$ cat config.mk
export PLATFORM = sky130hd
export DESIGN_NAME = gspc_ctrl
export DESIGN_NICKNAME = d
export VERILOG_FILES = /design/src/rtl/gspc_pkg.sv /design/src/rtl/gspc_ctrl.sv
export SDC_FILE = /design/constraint.sdc
export NUM_CORES = 1
export LEC_CHECK = 0
export ABC_AREA = 1
export BUFFER_PORTS_ARGS = -buffer_cell sky130_fd_sc_hd__buf_2
export CAP_MARGIN = 30
export CELL_PAD_IN_SITES_DETAIL_PLACEMENT = 2
export CELL_PAD_IN_SITES_GLOBAL_PLACEMENT = 2
export CORE_ASPECT_RATIO = 1.2
export CORE_MARGIN = 5
export CORE_UTILIZATION = 25
export DETAILED_ROUTE_END_ITERATION = 12
export PLACE_DENSITY = 0.64
export SLEW_MARGIN = 20
export SYNTH_ARGS = -nofsm -noshare
export SYNTH_HDL_FRONTEND = slang
export SYNTH_SLANG_ARGS = --single-unit
$ cat constraint.sdc
create_clock -name clk -period 1.7 [get_ports clk]
set_input_delay 0.51 -clock clk [delete_from_list [all_inputs] [get_ports clk]]
set_output_delay 0.51 -clock clk [all_outputs]
set_load 0.05 [all_outputs]
$ cat src/rtl/gspc_pkg.sv
// Shared types, register codes and constant tables for the gas sensor ppm converter.
// Used by gspc_ctrl, gspc_dp, top level, checker and bench; depends on nothing else.

package gspc_pkg;

  // Default build values
  localparam int CONV_BITS_DEF = 12;
  localparam int CHANNELS_DEF = 2;

  // Configuration port
  localparam int CFG_IDX_W = 2;
  localparam int CFG_DATA_W = 16;
  localparam logic [CFG_IDX_W-1:0] CFG_AVG_COUNT = 2'd0;
  localparam logic [CFG_IDX_W-1:0] CFG_LOAD_RES  = 2'd1;
  localparam logic [CFG_IDX_W-1:0] CFG_AIR_RES   = 2'd2;

  localparam logic [8:0]  AVG_RESET = 9'd16;
  localparam logic [15:0] RL_RESET  = 16'd2560;
  localparam logic [15:0] R0_RESET  = 16'd2516;

  // Stream field widths
  localparam int SAMPLE_W = 12;
  localparam int IN_DATA_W = 16;
  localparam int LEVEL_W = 24;
  localparam int GASES = 4;
  localparam int OUT_DATA_W = LEVEL_W * GASES;
  localparam int OUT_USER_W = 2;

  // Fixed point widths
  localparam int LG_W = 21;   // signed Q5.16 log2 of the ratio
  localparam int LK_W = 21;
  localparam int EX_W = 19;
  localparam int GP_W = EX_W + LG_W;
  localparam int TW = 26;     // signed Q.16 exponent of a level

  localparam logic [LEVEL_W-1:0] LEVEL_MAX = '1;

  // Per gas: log2 of the scale factor and the power, both Q.16
  localparam logic signed [LK_W-1:0] GAS_LOGK [GASES] = '{
    21'sd80567, 21'sd166710, 21'sd664227, 21'sd261471
  };
  localparam logic signed [EX_W-1:0] GAS_EXPO [GASES] = '{
    -19'sd261308, -19'sd23593, -19'sd24904, -19'sd27525
  };

  // Bitwise integer square root, used only on constants
  function automatic logic [63:0] isqrt64(input logic [63:0] x);
    logic [63:0] rem;
    logic [63:0] res;
    logic [63:0] bt;
    rem = x;
    res = '0;
    bt = 64'd1 << 62;
    for (int i = 0; i < 32; i++) begin
      if (rem >= res + bt) begin
        rem = rem - (res + bt);
        res = (res >> 1) + bt;
      end else begin
        res = res >> 1;
      end
      bt = bt >> 2;
    end
    return res;
  endfunction

  // Q2.30 value of 2^(2^-k)
  function automatic logic [31:0] exp2_root(input int k);
    logic [63:0] t;
    t = 64'd1 << 31;
    for (int j = 1; j <= 16; j++) begin
      if (j <= k) begin
        t = isqrt64(t << 30);
      end
    end
    return t[31:0];
  endfunction

  localparam logic [31:0] EXP2_T [16] = '{
    exp2_root(1),  exp2_root(2),  exp2_root(3),  exp2_root(4),
    exp2_root(5),  exp2_root(6),  exp2_root(7),  exp2_root(8),
    exp2_root(9),  exp2_root(10), exp2_root(11), exp2_root(12),
    exp2_root(13), exp2_root(14), exp2_root(15), exp2_root(16)
  };

  // Datapath operations issued by the controller
  typedef enum logic [3:0] {
    OP_IDLE, OP_ACC, OP_MUL0, OP_MUL1, OP_DIVI, OP_DIV, OP_RSAT, OP_NORM,
    OP_SQM, OP_SQA, OP_GMUL, OP_GADD, OP_EXPM, OP_EXPA, OP_GFIN, OP_OUT
  } op_t;

  typedef struct packed {
    op_t        op;
    logic [1:0] gas;
    logic [3:0] step;
  } gspc_cmd_t;

  typedef struct packed {
    logic win_done;   // word being offered completes its window
    logic r_zero;     // ratio came out zero
    logic r_norm;     // ratio leading one sits in the top bit
    logic t_direct;   // level exponent out of range, level set directly
    logic out_free;   // output register can take a new word
  } gspc_sts_t;

endpackage

$ cat src/rtl/gspc_ctrl.sv
// Sequencer for the gas sensor ppm converter: steps the datapath through
// accumulate, divide, log2 and per-gas exp2. Depends on gspc_pkg.

module gspc_ctrl import gspc_pkg::*; #(
  parameter int CONV_BITS = CONV_BITS_DEF
) (
  input  logic      clk,
  input  logic      rst_n,
  input  logic      in_tvalid,
  output logic      in_tready,
  input  gspc_sts_t sts,
  output gspc_cmd_t cmd
);

  localparam int NUMW = CONV_BITS + 8 + 32;
  localparam int DCW = $clog2(NUMW);
  localparam logic [DCW-1:0] DIV_LAST = DCW'(NUMW - 1);

  typedef enum logic [3:0] {
    S_IDLE, S_MUL0, S_MUL1, S_DIVI, S_DIV, S_RSAT, S_NORM, S_SQM, S_SQA,
    S_GMUL, S_GADD, S_EXPM, S_EXPA, S_GFIN, S_OUT
  } state_t;

  state_t         state_r, state_nxt;
  logic [DCW-1:0] div_r, div_nxt;
  logic [3:0]     step_r, step_nxt;
  logic [1:0]     gas_r, gas_nxt;

  // Next state and command decode
  always_comb begin
    state_nxt = state_r;
    div_nxt = div_r;
    step_nxt = step_r;
    gas_nxt = gas_r;
    cmd.op = OP_IDLE;
    cmd.gas = gas_r;
    cmd.step = step_r;
    case (state_r)
      S_IDLE: begin
        if (in_tvalid) begin
          cmd.op = OP_ACC;
          if (sts.win_done) begin
            state_nxt = S_MUL0;
          end
        end
      end
      S_MUL0: begin
        cmd.op = OP_MUL0;
        state_nxt = S_MUL1;
      end
      S_MUL1: begin
        cmd.op = OP_MUL1;
        state_nxt = S_DIVI;
      end
      S_DIVI: begin
        cmd.op = OP_DIVI;
        div_nxt = '0;
        state_nxt = S_DIV;
      end
      S_DIV: begin
        cmd.op = OP_DIV;
        div_nxt = div_r + 1'b1;
        if (div_r == DIV_LAST) begin
          state_nxt = S_RSAT;
        end
      end
      S_RSAT: begin
        cmd.op = OP_RSAT;
        state_nxt = sts.r_zero ? S_OUT : S_NORM;
      end
      S_NORM: begin
        cmd.op = OP_NORM;
        step_nxt = '0;
        if (sts.r_norm) begin
          state_nxt = S_SQM;
        end
      end
      S_SQM: begin
        cmd.op = OP_SQM;
        state_nxt = S_SQA;
      end
      S_SQA: begin
        cmd.op = OP_SQA;
        step_nxt = step_r + 1'b1;
        gas_nxt = '0;
        state_nxt = (step_r == 4'hF) ? S_GMUL : S_SQM;
      end
      S_GMUL: begin
        cmd.op = OP_GMUL;
        state_nxt = S_GADD;
      end
      S_GADD: begin
        cmd.op = OP_GADD;
        step_nxt = '0;
        if (sts.t_direct) begin
          gas_nxt = gas_r + 1'b1;
          state_nxt = (gas_r == 2'd3) ? S_OUT : S_GMUL;
        end else begin
          state_nxt = S_EXPM;
        end
      end
      S_EXPM: begin
        cmd.op = OP_EXPM;
        state_nxt = S_EXPA;
      end
      S_EXPA: begin
        cmd.op = OP_EXPA;
        step_nxt = step_r + 1'b1;
        state_nxt = (step_r == 4'hF) ? S_GFIN : S_EXPM;
      end
      S_GFIN: begin
        cmd.op = OP_GFIN;
        gas_nxt = gas_r + 1'b1;
        state_nxt = (gas_r == 2'd3) ? S_OUT : S_GMUL;
      end
      S_OUT: begin
        if (sts.out_free) begin
          cmd.op = OP_OUT;
          state_nxt = S_IDLE;
        end
      end
      default: begin
        state_nxt = S_IDLE;
      end
    endcase
  end

  assign in_tready = (state_r == S_IDLE);

  // Hold state and loop counters
  always_ff @(posedge clk) begin
    if (!rst_n) begin
      state_r <= S_IDLE;
      div_r <= '0;
      step_r <= '0;
      gas_r <= '0;
    end else begin
      state_r <= state_nxt;
      div_r <= div_nxt;
      step_r <= step_nxt;
      gas_r <= gas_nxt;
    end
  end

endmodule

==> results.md <==
Place:
- The placer's final routability congestion estimate is 0.799.
- In this run, placement finished with an instance count of 279.
- The detailed placement HPWL is 3.78 mm.
- The count of buffers added on input and output ports is 18.

Synth:
- In this run the cell area of the synthesized design comes to 1110 um^2.
- The post-synth net total is 186.
- The count of state elements after synthesis is 16.
- After synthesis, flip-flops and latches occupy 29.0% of the total area.
- The synthesized design spends more area on one cell type than any other, namely sky130_fd_sc_hd__dfxtp_1.
- Averaged over all synthesized cells, the footprint is 6.36 um^2.
- By area the synthesized netlist is led by sky130_fd_sc_hd__dfxtp_1 (29%), sky130_fd_sc_hd__nand2_1 (18%), sky130_fd_sc_hd__a21oi_1 (7.7%), sky130_fd_sc_hd__nand3_1 (7.7%), sky130_fd_sc_hd__inv_1 (4.8%).
- The count of yosys warnings during synthesis is 0.
- The fraction of synthesized cell area taken by the top area cell type is 29.0%.
- Counting every instance in the synthesized netlist gives 174.
- In this run, distinct cell masters in the synthesized netlist total 27.

STA:
- Static timing analysis puts the maximum clock frequency at 0.500 GHz.
- Once routing completed, OpenROAD measured the worst setup slack at -301 ps.
- The relative max-transition margin is 80.6%.
- Setup repair after global routing could not meet its margin everywhere.
- The max-slew violation count is 0.
- Setup violations remaining at the end of the flow were counted as 5.
- The number of endpoints with negative hold slack in the final report is 0.
- The worst path uses 118% of the clock period.
- The pin slew with the least headroom to its limit is 289 ps.
- The clock tree skew after final layout is 5.69 ps.
- Hold is met by 485 ps.
- The time the final worst path needs with I/O delays and setup is 2000 ps.

Final layout:
- The most common cell after layout, fill and taps aside is sky130_fd_sc_hd__nand2_1.
- The repair_antennas step left the layout with diodes totalling 0.
- Cells with a size suffix above 1 make up 44.6% of the layout.
- The number of fillers in the final layout is 527.
- The multi-input combinational cell area is 827 um^2.
- Registers take 335 um^2.
- For this run, the post-layout net count is 244.
- From synthesis to final layout, the design area changed by 58.3%.
- The number of non-filler instances in the completed layout is 287.
- Leaving out fill and tap cells, the most frequent cells in the layout are sky130_fd_sc_hd__nand2_1 (42), sky130_fd_sc_hd__buf_4 (36), sky130_fd_sc_hd__a21oi_1 (16), sky130_fd_sc_hd__nand3_1 (15).
- Cells fill 41.1% of the core in the end.

Pwr:
- In this run the static leakage power is 0.852 nW.
- The power per standard cell area is 635 nW/um^2.
- The post-layout total power is 1.11 mW.
- The peak supply drop is 0.382 mV.

Drt:
- The post-route DRC violation count is 0.
- The number of DRC violations after detailed-routing iteration 0 is 25.
- The routed via count divided by cell count is 4.83.
- Once detail routing completed, the nets flagged for antenna violations numbered 0.
- In the final routed layout, each cell accounts on average for 16.5 um.
- The total number of vias is 1386.
- The routed design has 4.73 mm of wire.
- The first detailed-routing pass took 4 iterations.

Floorplanning:
- For this design the top-level I/O count stands at 19.
- The starting utilization of the core area is 26.0%.
- In this run the core area contains 26 standard-cell rows.
- The width of the die is 70.7 um.
- The die extent in y is 82.9 um.
- The area of the core is 4260 um^2.
- The total die area is 5860 um^2.

Run:
- The max-cap violation count is 0.

Global routing:
- The number of global-route vias before repair was 1564.
- The maximum number of pins on one net before global-route repair is 10.
- The met3 usage is 1.93%.
- The remaining global-route overflow is 0.
- The initial antenna violation count was 0.
- The global-route wire length before repair is 7.85 mm.
- The global routing stage identified its most utilized layer as met2.
- The met2 track utilization from global routing is 33.1%.
- For this run, global-route usage on met1 was measured as 18.0%.
- In the global route stage, overall resource usage came out at 16.7%.

CTS:
- After clock tree synthesis, the clock-pin slew on the worst setup and hold paths is 70 ps.
- The TritonCTS clock tree is done.
- CTS placed an instance of sky130_fd_sc_hd__clkbuf_8 at the clock tree root.
- For this design, the sink count on the clock tree is 16.
- The number of buffers on the longest clock path is 2.
- The source-to-sink clock delay at the later pin of the worst-skew pair is 250 ps.
- Clock tree synthesis inserted a total of 3 buffers.
- In this run the number of H-tree levels came out at 1.

Setup path:
- At the worst endpoint, the required time is 1190 ps.
- Of all nets on the critical path, the largest fanout is 6.
- The worst setup path is launched from a flip-flop.
- The critical path data arrival time is 1490 ps.
- The critical path in this run is classified as flip-flop to primary output.
- On the worst path, the slowest cell contributes a delay of 390 ps.
- The largest individual stage delay along the critical path comes from the cell sky130_fd_sc_hd__dfxtp_4.
- The critical path goes through inv_4 -> nor2_4 -> nand3_4 -> nand2_4 -> nor3_4 -> o211ai_1 -> buf_4.
- The critical path capture point type is a primary output.

Outcome:
- The final reports fail on negative setup slack.
- The run finished, with violations left.

Worst hold path:
- In this run the worst hold path is classified as flip-flop to flip-flop.
[area by class of cell]
type,instances,area share (%)
multi-input cells,137,47.2
repair buffers,53,21.9
flip-flops and latches,16,19.2
inverters,21,5.08
well taps,56,4.00
clock buffers,3,2.36
clock inverters,1,0.214
[timing repair]
| item | CTS | global route |
|---|---|---|
| gates resized for setup | 29 | 9 |
| setup endpoints to repair | 5 | 5 |
| pin swaps | 8 | 6 |
| buffers inserted | 1 | 3 |
| hold buffers | 0 | 0 |
[cell families after synthesis]
group,count (synthesis),share of synthesized area (%)
compound gates,32,16.6
simple gates,101,42.8
buf+inv,21,7.13
fa+ha+maj,4,4.53
flops,16,29.0
[flip-flops by register name (all words and copies together) (netlist names)]
name and count:
div_r 6, step_r 4, gas_r 2, state_r 4
[report_power, final]
| part | switching (mW) | internal, mW | total [mW] |
|---|---|---|---|
| Clock | 0.138 | 0.160 | 0.298 |
| Sequential | 0.0213 | 0.382 | 0.404 |
| Combinational | 0.236 | 0.173 | 0.410 |
[layer usage]
metal | up-vias | share of wire, %
met5 | - | 0
met4 | 0 | 0.76
met3 | 4 | 1.9
met2 | 18 | 58
met1 | 674 | 40
li1 | 690 | -
[Yosys cell counts]
| cell | number |
|---|---|
| sky130_fd_sc_hd__nand2_1 | 52 |
| sky130_fd_sc_hd__a21oi_1 | 17 |
| sky130_fd_sc_hd__nand3_1 | 17 |
| sky130_fd_sc_hd__dfxtp_1 | 16 |
| sky130_fd_sc_hd__inv_1 | 14 |
| sky130_fd_sc_hd__nor2_1 | 13 |
| sky130_fd_sc_hd__inv_2 | 6 |
| sky130_fd_sc_hd__o21ai_0 | 6 |
| sky130_fd_sc_hd__nor2_2 | 5 |
| sky130_fd_sc_hd__ha_1 | 4 |
| sky130_fd_sc_hd__o21ai_2 | 3 |
| sky130_fd_sc_hd__nand2_2 | 2 |
| sky130_fd_sc_hd__nand3b_1 | 2 |
| sky130_fd_sc_hd__nand4_1 | 2 |
| sky130_fd_sc_hd__nor2_4 | 2 |
| sky130_fd_sc_hd__nor3_1 | 2 |
| sky130_fd_sc_hd__a211oi_1 | 1 |
| sky130_fd_sc_hd__a22oi_1 | 1 |
| sky130_fd_sc_hd__a31o_2 | 1 |
| sky130_fd_sc_hd__a31oi_1 | 1 |
| sky130_fd_sc_hd__clkinv_1 | 1 |
| sky130_fd_sc_hd__nand2_4 | 1 |
| sky130_fd_sc_hd__nand4_2 | 1 |
| sky130_fd_sc_hd__nor3_2 | 1 |
| sky130_fd_sc_hd__o211ai_1 | 1 |
| sky130_fd_sc_hd__o21ai_1 | 1 |
| sky130_fd_sc_hd__or3_1 | 1 |
[worst max-delay path: cells and delay by family, from the launching register on]
family | cells | cell delay (ps)
DFF | 1 | 390
AOI/OAI and AO/OA | 1 | 80
and+or+nand+nor | 4 | 490
buffers and inverters | 2 | 280
[metrics by stage]
step | instance area, um^2 | setup TNS, ps | worst slack (ps)
6_report | 1750 | -1220 | -301
5_1_grt | 1750 | -1540 | -397
4_1_cts | 1680 | -1170 | -296
3_5_place_dp | 1540 | -513 | -148
3_3_place_gp | 1540 | -307 | -98.2
2_1_floorplan | 1150 | -166 | -80.8
[path summary, 6_finish.rpt]
check             startpoint         end  slack [ps]  cells after the start
setup / recovery  state_r[1]      cmd[9]        -300                      7
hold / removal      div_r[3]    div_r[3]         490                      2
setup reg to reg  state_r[1]  state_r[3]         160                      9
hold reg to reg     div_r[3]    div_r[3]         490                      2
Note: power is estimated with default switching activity, not from simulation.
